--- config.mk ---
export PLATFORM = sky130hd
export DESIGN_NAME = session_sequence_manager_unit
export DESIGN_NICKNAME = d
export VERILOG_FILES = /design/src/rtl/core/ssm_pkg.sv /design/src/rtl/core/ssm_ram.sv /design/src/rtl/core/ssm_ctrl.sv /design/src/rtl/core/ssm_dp.sv /design/src/rtl/core/session_sequence_manager_unit.sv
export SDC_FILE = /design/constraint.sdc
export NUM_CORES = 2
export LEC_CHECK = 0
export BUFFER_PORTS_ARGS = -buffer_cell sky130_fd_sc_hd__buf_2
export CAP_MARGIN = 15
export CORE_MARGIN = 2
export CORE_UTILIZATION = 39
export DETAILED_ROUTE_END_ITERATION = 6
export SLEW_MARGIN = 25
export SYNTH_ARGS = -nofsm -noshare
export SYNTH_HDL_FRONTEND = slang
export SYNTH_SLANG_ARGS = --single-unit
--- constraint.sdc ---
create_clock -name clock -period 10.5 [get_ports clock]
set_input_delay 2.1 -clock clock [delete_from_list [all_inputs] [get_ports clock]]
set_output_delay 2.1 -clock clock [all_outputs]
set_load 0.01 [all_outputs]
--- src/rtl/core/ssm_pkg.sv ---
package ssm_pkg;

   localparam int HoldDepthDefault = 16;
   localparam int SeqW             = 32;
   localparam int TimeW            = 48;
   localparam int HandleW          = 16;
   localparam int KindW            = 3;
   localparam int EntryW           = SeqW + KindW + HandleW;
   localparam logic [31:0] DefaultHeartbeat = 32'd30000;

   localparam logic [1:0] MODE_MSG   = 2'd0;
   localparam logic [1:0] MODE_TICK  = 2'd1;
   localparam logic [1:0] MODE_LOGON = 2'd2;
   localparam logic [1:0] MODE_CLAIM = 2'd3;

   localparam logic [2:0] KIND_APP      = 3'd0;
   localparam logic [2:0] KIND_LOGON    = 3'd1;
   localparam logic [2:0] KIND_HEARTBT  = 3'd2;
   localparam logic [2:0] KIND_TESTREQ  = 3'd3;
   localparam logic [2:0] KIND_RESEND   = 3'd4;
   localparam logic [2:0] KIND_SEQRESET = 3'd5;
   localparam logic [2:0] KIND_LOGOUT   = 3'd6;
   localparam logic [2:0] KIND_SPARE    = 3'd7;

   localparam logic [1:0] ACT_NONE   = 2'd0;
   localparam logic [1:0] ACT_PROBE  = 2'd1;
   localparam logic [1:0] ACT_REPLAY = 2'd2;
   localparam logic [1:0] ACT_RESEND = 2'd3;

   localparam logic [2:0] REJ_NONE       = 3'd0;
   localparam logic [2:0] REJ_NOT_LOGGED = 3'd1;
   localparam logic [2:0] REJ_SEQ_LOW    = 3'd2;
   localparam logic [2:0] REJ_LOGON_LOW  = 3'd3;
   localparam logic [2:0] REJ_RESET_BACK = 3'd4;
   localparam logic [2:0] REJ_DUP_LOGON  = 3'd5;
   localparam logic [2:0] REJ_QUEUE_FULL = 3'd6;

   localparam logic [2:0] PH_DISC       = 3'd0;
   localparam logic [2:0] PH_LOGON_SENT = 3'd1;
   localparam logic [2:0] PH_ACTIVE     = 3'd2;
   localparam logic [2:0] PH_RECOVER    = 3'd3;
   localparam logic [2:0] PH_LOGGED_OUT = 3'd4;

   localparam logic [1:0] CSR_INIT_IN  = 2'd0;
   localparam logic [1:0] CSR_INIT_OUT = 2'd1;
   localparam logic [1:0] CSR_HEARTBT  = 2'd2;

   typedef struct packed {
      logic              deliver;
      logic              dropped;
      logic              held;
      logic              disconnect;
      logic [1:0]        action;
      logic [SeqW-1:0]   range_start;
      logic [SeqW-1:0]   range_end;
      logic [2:0]        reject_code;
      logic [HandleW-1:0] handle_out;
      logic [SeqW-1:0]   claimed_seq;
   } result_type;

   typedef struct packed {
      logic latch;
      logic prim;
      logic ptr_clr;
      logic ptr_inc;
      logic rd_next;
      logic shift_wr;
      logic rel_latch;
      logic remove;
      logic scan_end;
      logic push;
      logic push_last;
   } cmd_type;

   typedef struct packed {
      logic rel_go;
      logic at_end;
      logic has_next;
      logic match;
      logic rel_app;
      logic out_free;
   } status_type;

endpackage

--- src/rtl/core/ssm_ram.sv ---
module ssm_ram
   import ssm_pkg::*;
#(
   parameter int WIDTH = EntryW,
   parameter int DEPTH = HoldDepthDefault,
   localparam int AW = (DEPTH > 1) ? $clog2(DEPTH) : 1
) (
   input  logic             clock,
   input  logic             wr_en,
   input  logic [AW-1:0]    wr_addr,
   input  logic [WIDTH-1:0] wr_data,
   input  logic [AW-1:0]    rd_addr,
   output logic [WIDTH-1:0] rd_data
);

   logic [WIDTH-1:0] mem_ff [DEPTH];

   always_ff @(posedge clock) begin
      if (wr_en) begin
         mem_ff[wr_addr] <= wr_data;
      end
      rd_data <= mem_ff[rd_addr];
   end

endmodule

--- src/rtl/core/ssm_ctrl.sv ---
module ssm_ctrl
   import ssm_pkg::*;
(
   input  logic       clock,
   input  logic       reset,
   input  logic       req_valid,
   output logic       req_stall,
   input  status_type status,
   output cmd_type    cmd
);

   typedef enum logic [2:0] {
      S_IDLE, S_PRIM, S_SCAN, S_CHK, S_SHIFT, S_SHWR, S_REMOVE, S_FLUSH
   } state_type;

   state_type state_ff, state_in;

   assign req_stall = (state_ff != S_IDLE);

   always_comb begin
      state_in = state_ff;
      cmd      = '0;
      unique case (state_ff)
         S_IDLE: begin
            if (req_valid) begin
               cmd.latch = 1'b1;
               state_in  = S_PRIM;
            end
         end
         S_PRIM: begin
            cmd.prim    = 1'b1;
            cmd.ptr_clr = 1'b1;
            state_in    = status.rel_go ? S_SCAN : S_FLUSH;
         end
         S_SCAN: begin
            if (status.at_end) begin
               cmd.scan_end = 1'b1;
               state_in     = S_FLUSH;
            end else begin
               state_in = S_CHK;
            end
         end
         S_CHK: begin
            // entry at the pointer is on the read port now
            if (status.match) begin
               cmd.rel_latch = 1'b1;
               state_in      = S_SHIFT;
            end else begin
               cmd.ptr_inc = 1'b1;
               state_in    = S_SCAN;
            end
         end
         S_SHIFT: begin
            cmd.rd_next = 1'b1;
            state_in    = status.has_next ? S_SHWR : S_REMOVE;
         end
         S_SHWR: begin
            cmd.shift_wr = 1'b1;
            cmd.ptr_inc  = 1'b1;
            state_in     = S_SHIFT;
         end
         S_REMOVE: begin
            if (!status.rel_app || status.out_free) begin
               cmd.remove  = 1'b1;
               cmd.ptr_clr = 1'b1;
               cmd.push    = status.rel_app;
               state_in    = S_SCAN;
            end
         end
         S_FLUSH: begin
            if (status.out_free) begin
               cmd.push      = 1'b1;
               cmd.push_last = 1'b1;
               state_in      = S_IDLE;
            end
         end
         default: state_in = S_IDLE;
      endcase
   end

   always_ff @(posedge clock) begin
      if (reset) begin
         state_ff <= S_IDLE;
      end else begin
         state_ff <= state_in;
      end
   end

endmodule

--- src/rtl/core/ssm_dp.sv ---
module ssm_dp
   import ssm_pkg::*;
#(
   parameter int HOLD_DEPTH = HoldDepthDefault,
   localparam int AW = (HOLD_DEPTH > 1) ? $clog2(HOLD_DEPTH) : 1,
   localparam int CW = $clog2(HOLD_DEPTH + 1)
) (
   input  logic               clock,
   input  logic               reset,
   input  cmd_type            cmd,
   output status_type         status,
   input  logic               csr_write,
   input  logic [1:0]         csr_index,
   input  logic [31:0]        csr_wdata,
   input  logic [1:0]         req_mode,
   input  logic [KindW-1:0]   req_admin_kind,
   input  logic [SeqW-1:0]    req_msg_seq,
   input  logic [SeqW-1:0]    req_reset_target,
   input  logic               req_possible_duplicate,
   input  logic [SeqW-1:0]    req_request_from,
   input  logic [SeqW-1:0]    req_request_to,
   input  logic [TimeW-1:0]   req_now_time,
   input  logic [HandleW-1:0] req_payload_handle,
   input  logic               rsp_stall,
   output logic               rsp_valid,
   output result_type         rsp_word,
   output logic               rsp_last
);

   logic [2:0]         phase_ff;
   logic [SeqW-1:0]    exp_ff, nout_ff;
   logic [TimeW-1:0]   lht_ff;
   logic               probe_ff;
   logic [CW-1:0]      cnt_ff, ptr_ff;
   logic [31:0]        hb_ff;

   logic [1:0]         mode_ff;
   logic [KindW-1:0]   kind_ff;
   logic [SeqW-1:0]    seq_ff, tgt_ff, rf_ff, rt_ff;
   logic               pdup_ff;
   logic [TimeW-1:0]   now_ff;
   logic [HandleW-1:0] hdl_ff;

   result_type         pend_ff, out_ff;
   logic               out_last_ff, out_valid_ff;
   logic [HandleW-1:0] relh_ff;
   logic               relapp_ff;

   result_type         p_res;
   logic [2:0]         p_phase;
   logic [SeqW-1:0]    p_exp, p_nout;
   logic [TimeW-1:0]   p_lht;
   logic               p_probe, p_hold, p_rel;
   logic [31:0]        hb_eff;
   logic               up;

   logic               ram_we;
   logic [AW-1:0]      ram_wa, ram_ra;
   logic [EntryW-1:0]  ram_wd, ram_rd;
   logic [CW-1:0]      ptr_nx;
   logic               out_free;
   logic [KindW-1:0]   rd_kind;

   assign hb_eff = (hb_ff == '0) ? DefaultHeartbeat : hb_ff;
   assign up     = (phase_ff == PH_ACTIVE) || (phase_ff == PH_RECOVER);

   // primary result and state update of the latched word
   always_comb begin
      p_res   = '0;
      p_phase = phase_ff;
      p_exp   = exp_ff;
      p_nout  = nout_ff;
      p_lht   = lht_ff;
      p_probe = probe_ff;
      p_hold  = 1'b0;
      p_rel   = 1'b0;
      unique case (mode_ff)
         MODE_TICK: begin
            if ((phase_ff == PH_ACTIVE) || (phase_ff == PH_RECOVER) ||
                (phase_ff == PH_LOGON_SENT)) begin
               if ((now_ff >= lht_ff) &&
                   ((now_ff - lht_ff) >= {{(TimeW-32){1'b0}}, hb_eff})) begin
                  if (!probe_ff) begin
                     p_probe      = 1'b1;
                     p_lht        = now_ff;
                     p_res.action = ACT_PROBE;
                  end else begin
                     p_phase          = PH_DISC;
                     p_res.disconnect = 1'b1;
                  end
               end
            end
         end
         MODE_LOGON, MODE_CLAIM: begin
            if (mode_ff == MODE_LOGON) begin
               p_phase = PH_LOGON_SENT;
               p_lht   = now_ff;
               p_probe = 1'b0;
            end
            p_res.claimed_seq = nout_ff;
            p_nout            = nout_ff + 1'b1;
         end
         default: begin
            if ((phase_ff == PH_DISC) && (kind_ff != KIND_LOGON)) begin
               p_res.dropped     = 1'b1;
               p_res.reject_code = REJ_NOT_LOGGED;
            end else if ((kind_ff == KIND_LOGON) && (seq_ff < exp_ff) && !pdup_ff) begin
               p_res.dropped     = 1'b1;
               p_res.disconnect  = 1'b1;
               p_res.reject_code = REJ_LOGON_LOW;
            end else if (seq_ff < exp_ff) begin
               p_lht         = now_ff;
               p_res.dropped = 1'b1;
               if (!pdup_ff) begin
                  p_res.disconnect  = 1'b1;
                  p_res.reject_code = REJ_SEQ_LOW;
               end
            end else if ((seq_ff > exp_ff) && (kind_ff != KIND_SEQRESET)) begin
               p_lht   = now_ff;
               p_probe = 1'b0;
               if (phase_ff != PH_RECOVER) begin
                  p_phase           = PH_RECOVER;
                  p_res.action      = ACT_RESEND;
                  p_res.range_start = exp_ff;
                  p_res.range_end   = seq_ff - 1'b1;
               end
               if (cnt_ff < CW'(HOLD_DEPTH)) begin
                  p_hold     = 1'b1;
                  p_res.held = 1'b1;
               end else begin
                  p_res.dropped     = 1'b1;
                  p_res.reject_code = REJ_QUEUE_FULL;
               end
            end else begin
               p_lht   = now_ff;
               p_probe = 1'b0;
               unique case (kind_ff)
                  KIND_SEQRESET: begin
                     p_res.dropped = 1'b1;
                     if (tgt_ff <= exp_ff) begin
                        p_res.reject_code = REJ_RESET_BACK;
                     end else begin
                        p_exp = tgt_ff;
                        p_rel = 1'b1;
                     end
                  end
                  KIND_TESTREQ: begin
                     p_exp         = exp_ff + 1'b1;
                     p_res.action  = ACT_PROBE;
                     p_res.dropped = 1'b1;
                     p_rel         = 1'b1;
                  end
                  KIND_RESEND: begin
                     p_exp             = exp_ff + 1'b1;
                     p_res.action      = ACT_REPLAY;
                     p_res.range_start = rf_ff;
                     p_res.range_end   = (rt_ff == '0) ? (nout_ff - 1'b1) : rt_ff;
                     p_res.dropped     = 1'b1;
                     p_rel             = 1'b1;
                  end
                  KIND_LOGOUT: begin
                     p_exp            = exp_ff + 1'b1;
                     p_phase          = PH_LOGGED_OUT;
                     p_res.dropped    = 1'b1;
                     p_res.disconnect = 1'b1;
                     p_rel            = 1'b1;
                  end
                  KIND_HEARTBT: begin
                     p_exp         = exp_ff + 1'b1;
                     p_res.dropped = 1'b1;
                     p_rel         = 1'b1;
                  end
                  KIND_LOGON: begin
                     p_exp         = exp_ff + 1'b1;
                     p_res.dropped = 1'b1;
                     if (up) begin
                        p_res.disconnect  = 1'b1;
                        p_res.reject_code = REJ_DUP_LOGON;
                     end else begin
                        p_phase = PH_ACTIVE;
                        p_rel   = 1'b1;
                     end
                  end
                  KIND_APP, KIND_SPARE: begin
                     if (!up) begin
                        p_res.dropped     = 1'b1;
                        p_res.reject_code = REJ_NOT_LOGGED;
                     end else begin
                        p_exp            = exp_ff + 1'b1;
                        p_res.deliver    = 1'b1;
                        p_res.handle_out = hdl_ff;
                        p_rel            = 1'b1;
                     end
                  end
                  default: ;
               endcase
            end
         end
      endcase
   end

   assign ptr_nx  = ptr_ff + 1'b1;
   assign ram_ra  = cmd.rd_next ? ptr_nx[AW-1:0] : ptr_ff[AW-1:0];
   assign ram_we  = (cmd.prim && p_hold) || cmd.shift_wr;
   assign ram_wa  = cmd.shift_wr ? ptr_ff[AW-1:0] : cnt_ff[AW-1:0];
   assign ram_wd  = cmd.shift_wr ? ram_rd : {seq_ff, kind_ff, hdl_ff};
   assign rd_kind = ram_rd[HandleW +: KindW];

   ssm_ram #(.WIDTH(EntryW), .DEPTH(HOLD_DEPTH)) u_hold (
      .clock   (clock),
      .wr_en   (ram_we),
      .wr_addr (ram_wa),
      .wr_data (ram_wd),
      .rd_addr (ram_ra),
      .rd_data (ram_rd)
   );

   assign out_free = !out_valid_ff || !rsp_stall;

   assign status.rel_go   = p_rel && (p_phase == PH_RECOVER);
   assign status.at_end   = (ptr_ff == cnt_ff);
   assign status.has_next = (ptr_nx < cnt_ff);
   assign status.match    = (ram_rd[EntryW-1 -: SeqW] == exp_ff);
   assign status.rel_app  = relapp_ff;
   assign status.out_free = out_free;

   assign rsp_valid = out_valid_ff;
   assign rsp_word  = out_ff;
   assign rsp_last  = out_last_ff;

   // payload registers
   always_ff @(posedge clock) begin
      if (cmd.latch) begin
         mode_ff <= req_mode;
         kind_ff <= req_admin_kind;
         seq_ff  <= req_msg_seq;
         tgt_ff  <= req_reset_target;
         pdup_ff <= req_possible_duplicate;
         rf_ff   <= req_request_from;
         rt_ff   <= req_request_to;
         now_ff  <= req_now_time;
         hdl_ff  <= req_payload_handle;
      end
      if (cmd.rel_latch) begin
         relh_ff   <= ram_rd[HandleW-1:0];
         relapp_ff <= (rd_kind == KIND_APP) || (rd_kind == KIND_SPARE);
      end
      if (cmd.prim) begin
         pend_ff <= p_res;
      end else if (cmd.remove && relapp_ff) begin
         pend_ff            <= '0;
         pend_ff.deliver    <= 1'b1;
         pend_ff.handle_out <= relh_ff;
      end
      if (cmd.push) begin
         out_ff      <= pend_ff;
         out_last_ff <= cmd.push_last;
      end
   end

   // session state
   always_ff @(posedge clock) begin
      if (reset) begin
         phase_ff     <= PH_DISC;
         exp_ff       <= SeqW'(1);
         nout_ff      <= SeqW'(1);
         lht_ff       <= '0;
         probe_ff     <= 1'b0;
         cnt_ff       <= '0;
         ptr_ff       <= '0;
         hb_ff        <= DefaultHeartbeat;
         out_valid_ff <= 1'b0;
      end else begin
         if (csr_write) begin
            unique case (csr_index)
               CSR_INIT_IN:  exp_ff  <= (csr_wdata == '0) ? SeqW'(1) : csr_wdata;
               CSR_INIT_OUT: nout_ff <= (csr_wdata == '0) ? SeqW'(1) : csr_wdata;
               CSR_HEARTBT:  hb_ff   <= csr_wdata;
               default: ;
            endcase
         end
         if (cmd.prim) begin
            phase_ff <= p_phase;
            exp_ff   <= p_exp;
            nout_ff  <= p_nout;
            lht_ff   <= p_lht;
            probe_ff <= p_probe;
            if (p_hold) begin
               cnt_ff <= cnt_ff + 1'b1;
            end
         end
         if (cmd.remove) begin
            cnt_ff <= cnt_ff - 1'b1;
            exp_ff <= exp_ff + 1'b1;
         end
         if (cmd.scan_end && (cnt_ff == '0)) begin
            phase_ff <= PH_ACTIVE;
         end
         if (cmd.ptr_clr) begin
            ptr_ff <= '0;
         end else if (cmd.ptr_inc) begin
            ptr_ff <= ptr_nx;
         end
         if (cmd.push) begin
            out_valid_ff <= 1'b1;
         end else if (!rsp_stall) begin
            out_valid_ff <= 1'b0;
         end
      end
   end

   a_cnt_bound: assert property (@(posedge clock) disable iff (reset)
      cnt_ff <= CW'(HOLD_DEPTH))
      else $error("hold count beyond depth");

   a_push_free: assert property (@(posedge clock) disable iff (reset)
      cmd.push |-> out_free)
      else $error("result pushed over a waiting word");

   a_remove_dec: assert property (@(posedge clock) disable iff (reset)
      cmd.remove |=> (cnt_ff == $past(cnt_ff) - 1'b1))
      else $error("release did not shrink the hold queue");

endmodule

--- src/rtl/core/session_sequence_manager_unit.sv ---
// Session sequence manager: one request word gives one or more response words,
// the final one flagged by rsp_last. A tick, logon or claim word, and any
// message that does not close a recovery gap, passes through the latch,
// primary and flush states, and waits in flush while the response side stalls.
// A message that lets the hold queue drain adds a scan of the queue through its
// RAM (one write port, one read port): each entry visited takes a scan and a
// check state, and each entry moved up when one is taken out takes a shift and
// a shift-write state. Write configuration only while no request is in progress.
module session_sequence_manager_unit
   import ssm_pkg::*;
#(
   parameter int HOLD_DEPTH = HoldDepthDefault
) (
   input  logic               clock,
   input  logic               reset,
   input  logic               csr_write,
   input  logic [1:0]         csr_index,
   input  logic [31:0]        csr_wdata,
   input  logic               req_valid,
   output logic               req_stall,
   input  logic [1:0]         req_mode,
   input  logic [KindW-1:0]   req_admin_kind,
   input  logic [SeqW-1:0]    req_msg_seq,
   input  logic [SeqW-1:0]    req_reset_target,
   input  logic               req_is_gap_fill,
   input  logic               req_possible_duplicate,
   input  logic [SeqW-1:0]    req_request_from,
   input  logic [SeqW-1:0]    req_request_to,
   input  logic [TimeW-1:0]   req_now_time,
   input  logic [HandleW-1:0] req_payload_handle,
   output logic               rsp_valid,
   input  logic               rsp_stall,
   output logic               rsp_deliver,
   output logic               rsp_dropped,
   output logic               rsp_held,
   output logic               rsp_disconnect,
   output logic [1:0]         rsp_action,
   output logic [SeqW-1:0]    rsp_range_start,
   output logic [SeqW-1:0]    rsp_range_end,
   output logic [2:0]         rsp_reject_code,
   output logic [HandleW-1:0] rsp_handle_out,
   output logic [SeqW-1:0]    rsp_claimed_seq,
   output logic               rsp_last
);

   cmd_type    cmd;
   status_type status;
   result_type word;
   logic       stall_raw;

   // gap fill and hard reset act alike
   assign req_stall = stall_raw | (req_is_gap_fill & 1'b0);

   ssm_ctrl u_ctrl (
      .clock     (clock),
      .reset     (reset),
      .req_valid (req_valid),
      .req_stall (stall_raw),
      .status    (status),
      .cmd       (cmd)
   );

   ssm_dp #(.HOLD_DEPTH(HOLD_DEPTH)) u_dp (
      .clock                  (clock),
      .reset                  (reset),
      .cmd                    (cmd),
      .status                 (status),
      .csr_write              (csr_write),
      .csr_index              (csr_index),
      .csr_wdata              (csr_wdata),
      .req_mode               (req_mode),
      .req_admin_kind         (req_admin_kind),
      .req_msg_seq            (req_msg_seq),
      .req_reset_target       (req_reset_target),
      .req_possible_duplicate (req_possible_duplicate),
      .req_request_from       (req_request_from),
      .req_request_to         (req_request_to),
      .req_now_time           (req_now_time),
      .req_payload_handle     (req_payload_handle),
      .rsp_stall              (rsp_stall),
      .rsp_valid              (rsp_valid),
      .rsp_word               (word),
      .rsp_last               (rsp_last)
   );

   assign rsp_deliver     = word.deliver;
   assign rsp_dropped     = word.dropped;
   assign rsp_held        = word.held;
   assign rsp_disconnect  = word.disconnect;
   assign rsp_action      = word.action;
   assign rsp_range_start = word.range_start;
   assign rsp_range_end   = word.range_end;
   assign rsp_reject_code = word.reject_code;
   assign rsp_handle_out  = word.handle_out;
   assign rsp_claimed_seq = word.claimed_seq;

endmodule
==> impl_metrics.py <==
metrics = {
    "run_status": {
        "outcome": "completed",
    },
    "synthesis": {
        "ys.flop_type": "edfxtp_1",
        "syn_nets": 4697,
        "ys_types": 91,
        "synth_area_leaders": "edfxtp_1 (60%), mux4_2 (9.0%), dfxtp_1 (6.7%), ha_1 (3.2%), a21oi_1 (1.9%)",
        "ys_seq_area_share_pct": 66.5,
        "ys.warnings.count": 0,
        "syn_inst": 4295,
        "ys_seq_elements": 1487,
        "synthArstFlopShare_pct": 0,
        "synth_edf_count": 1274,
        "synth_top_area_cell": "edfxtp_1",
        "syn-cell-area_mm2": 0.0640,
        "syn_area_per_cell_um2": 14.9,
        "synth_top_area_share_pct": 59.8,
    },
    "drt": {
        "routed_wl_mm": 188,
        "drtIter0Drc": 4687,
        "firstDrtPassIters": 6,
        "num_vias": 39600,
        "via_per_inst": 5.69,
        "routedWlPerCell_um": 27.0,
        "drc": 0,
        "ant_nets": 0,
    },
    "floorplan": {
        "rows": 148,
        "ioPinCount": 362,
        "die_w_um": 409,
        "die_y_um": 409,
        "dieArea_mm2": 0.167,
        "coreArea_mm2": 0.163,
        "start_util_pct": 39.3,
    },
    "critical_path": {
        "required_ps": 11190,
        "cp_data_arrival_time_ps": 6700,
        "cp-end-kind": "register",
        "cp_slowest_cell": "buf_4",
        "crit_type": "register to register",
        "slowest_delay_ps": 630,
        "crit_chain": "inv_1 -> ha_1 -> fa_1 -> and2b_1 -> o2111ai_1 -> a2111o_1 -> a31oi_1 -> nor2_1 -> o21ai_0 -> xor2_1 -> ha_1 -> nand4_1 -> nor3_1 -> o2111ai_1 -> nand4_1 -> a211o_1 -> nor3_1 -> a311o_2 -> a21oi_4 -> buf_4 -> mux2i_1",
        "crit_path_start_kind": "register",
        "critical_path.max_fanout": 48,
        "worst-path-buf-inv": 2,
        "cpLargestDelayFamily": "compound AO/OA/AOI/OAI gates",
    },
    "power": {
        "combPwrFrac_pct": 25.5,
        "seqPwrFrac_pct": 44.4,
        "p_sw_share_pct": 31.7,
        "power.total_mw": 18.1,
        "power_density_mw_per_mm2": 246,
        "p_clk_share_pct": 30.0,
        "ir_worst_vdd_mv": 0.192,
        "switching_power_mw": 5.74,
        "p_int_mw": 12.4,
        "p_leak_nw": 24.8,
    },
    "clock_tree": {
        "cts_tree": "yes",
        "holdBufCountCts": 0,
        "cts.htree.levels": 4,
        "clock-sinks": 1487,
        "worstSkewPairLatency_ps": 810,
        "clockBufferDepth": 3,
        "ctsRootBufferMaster": "clkbuf_16",
        "post_cts_buffers": 0,
        "post_cts_resized": 0,
        "numCtsBuffers": 158,
        "cts.clk_slew.worst_paths_ps": 60,
    },
    "hold_path": {
        "min_path_type": "register to register",
    },
    "finish": {
        "area_growth_syn_to_layout_pct": 15.0,
        "final_area_mm2": 0.0736,
        "final_core_util_pct": 45.2,
        "fin_nets": 5058,
        "drive_above_1_share_pct": 21.6,
        "finalNonFillerCells": 6966,
    },
    "timing": {
        "setup_violations": 0,
        "hold_slack_ps": 406,
        "worstMarginPinSlew_ps": 1140,
        "timing.fmax_ghz": 0.166,
        "tns_ps": 0,
        "relSlewSlack_pct": 24.0,
        "rsz0062_at_grt": "false",
        "setup_ws_ps": 4490,
        "period_share_pct": 57.3,
        "clock_skew_ps": 49.6,
        "hold_viol": 0,
        "maxSlewViolCount": 0,
        "layout_min_cycle_time_ps": 6010,
    },
    "grt": {
        "grt_pass1_vias": 38400,
        "grt_max_degree": 132,
        "grt_pass1_wl_mm": 269,
        "grt_usage_pct": 22.1,
        "grt_overflow_total": 0,
        "grt_antenna_before_repair": 15,
    },
    "place": {
        "post_dp_cell_area_mm2": 0.0685,
        "dp.cells": 6671,
        "dp_hpwl_mm": 124,
        "port_buffers": 360,
        "place_congestion": 0.937,
        "place_ws_ps": 4560,
    },
    "run": {
        "maxCapViolCount": 0,
    },
}
[metal layers]
metal | GRT usage (%) | wire (µm) | up-vias
met5 | 0 | 40 | -
met1 | 31.0 | 79800 | 20200
met4 | 6.31 | 5190 | 6
met2 | 34.9 | 87700 | 1792
li1 | - | - | 17400
met3 | 4.44 | 15600 | 274
[cells in the mapped netlist (12+ instances only)]
master    number
dfxtp_1      213
inv_1        144
and2_1        32
nand3_1       59
nand3b_1      13
a211oi_1      43
or3_1         17
mux2_2        52
ha_1         162
nand4_1       54
and3_1        14
buf_2         20
mux2i_1       57
nor2_1       276
edfxtp_1    1274
nand2_1      273
a21o_1        35
nor3_1        62
clkbuf_1     165
a22oi_1       42
o22ai_1       36
o31ai_1       13
a31oi_1       25
nor4_1        60
buf_1         35
o21ai_1       21
o211ai_1      12
nor2b_1       17
xor2_1        94
nand2b_1     117
o21a_1        20
o21ai_0      110
a22o_1        20
a21oi_1      246
xnor2_1       46
mux4_2       255
[sequential cells by signal, summed over array words and instances, names as in the netlist, 48 cells and up]
signal,count
u_dp.pend_ff,121
u_dp.now_ff,48
u_dp.rsp_word,121
u_dp.lht_ff,48
u_dp.u_hold.rd_data,51
u_dp.u_hold.mem_ff,816
[placed cells by master (no fill, tap or decap), types with 20 or more instances in the layout]
| cell type | instances |
|---|---|
| a211oi_1 | 42 |
| a21o_1 | 35 |
| a21oi_1 | 243 |
| a22o_1 | 20 |
| a22oi_1 | 42 |
| a31oi_1 | 23 |
| and2_1 | 31 |
| buf_2 | 359 |
| buf_4 | 65 |
| clkbuf_1 | 41 |
| clkbuf_16 | 159 |
| clkinv_1 | 26 |
| clkinv_2 | 27 |
| dfxtp_1 | 213 |
| edfxtp_1 | 1274 |
| ha_1 | 162 |
| inv_1 | 144 |
| mux2_2 | 52 |
| mux2i_1 | 56 |
| mux4_2 | 255 |
| nand2_1 | 270 |
| nand2b_1 | 117 |
| nand3_1 | 58 |
| nand4_1 | 54 |
| nor2_1 | 256 |
| nor2_4 | 20 |
| nor3_1 | 60 |
| nor4_1 | 59 |
| o21a_1 | 20 |
| o21ai_0 | 110 |
| o21ai_1 | 20 |
| o22ai_1 | 36 |
| xnor2_1 | 45 |
| xor2_1 | 92 |
[layout make-up]
| cell class | count | area (µm²) |
|---|---|---|
| Tap cell | 2175 | 2720 |
| Timing Repair Buffer | 433 | 2490 |
| Sequential cell | 1487 | 42500 |
| Clock inverter | 85 | 815 |
| Inverter | 144 | 541 |
| Fill cell | 14300 | 89200 |
| Clock buffer | 207 | 4230 |
| Antenna cell | 3 | 7.51 |
| Multi-Input combinational cell | 2432 | 20300 |
[worst paths after layout]
check	start	end	slack (ps)	depth (start not counted)
setup / recovery	u_dp.now_ff[0]	u_dp.lht_ff[27]	4490	21
hold / removal	u_dp.pend_ff[4]	u_dp.rsp_word[4]	410	0
setup reg to reg	u_dp.now_ff[0]	u_dp.lht_ff[27]	4490	21
hold reg to reg	u_dp.pend_ff[4]	u_dp.rsp_word[4]	410	0
[logic make-up after synthesis]
family / synth area share, %
AO/OA/AOI/OAI: 7.18
XOR/XNOR: 1.92
adder cells (fa/ha/maj): 3.23
buffers and inverters: 2.36
flip-flops: 66.5
multiplexers: 10.8
AND/OR/NAND/NOR: 8.07
[power by group through the flow]
stage,Sequential (mW),Combinational [mW],Clock (mW)
after floorplan,7.90,3.34,0
after global placement,8.14,4.57,0
after detailed placement,8.14,4.63,0
after CTS,8.03,4.64,5.55
after global routing,8.09,5.05,5.76
final,8.05,4.63,5.44
(Power assumes the default switching activity.)
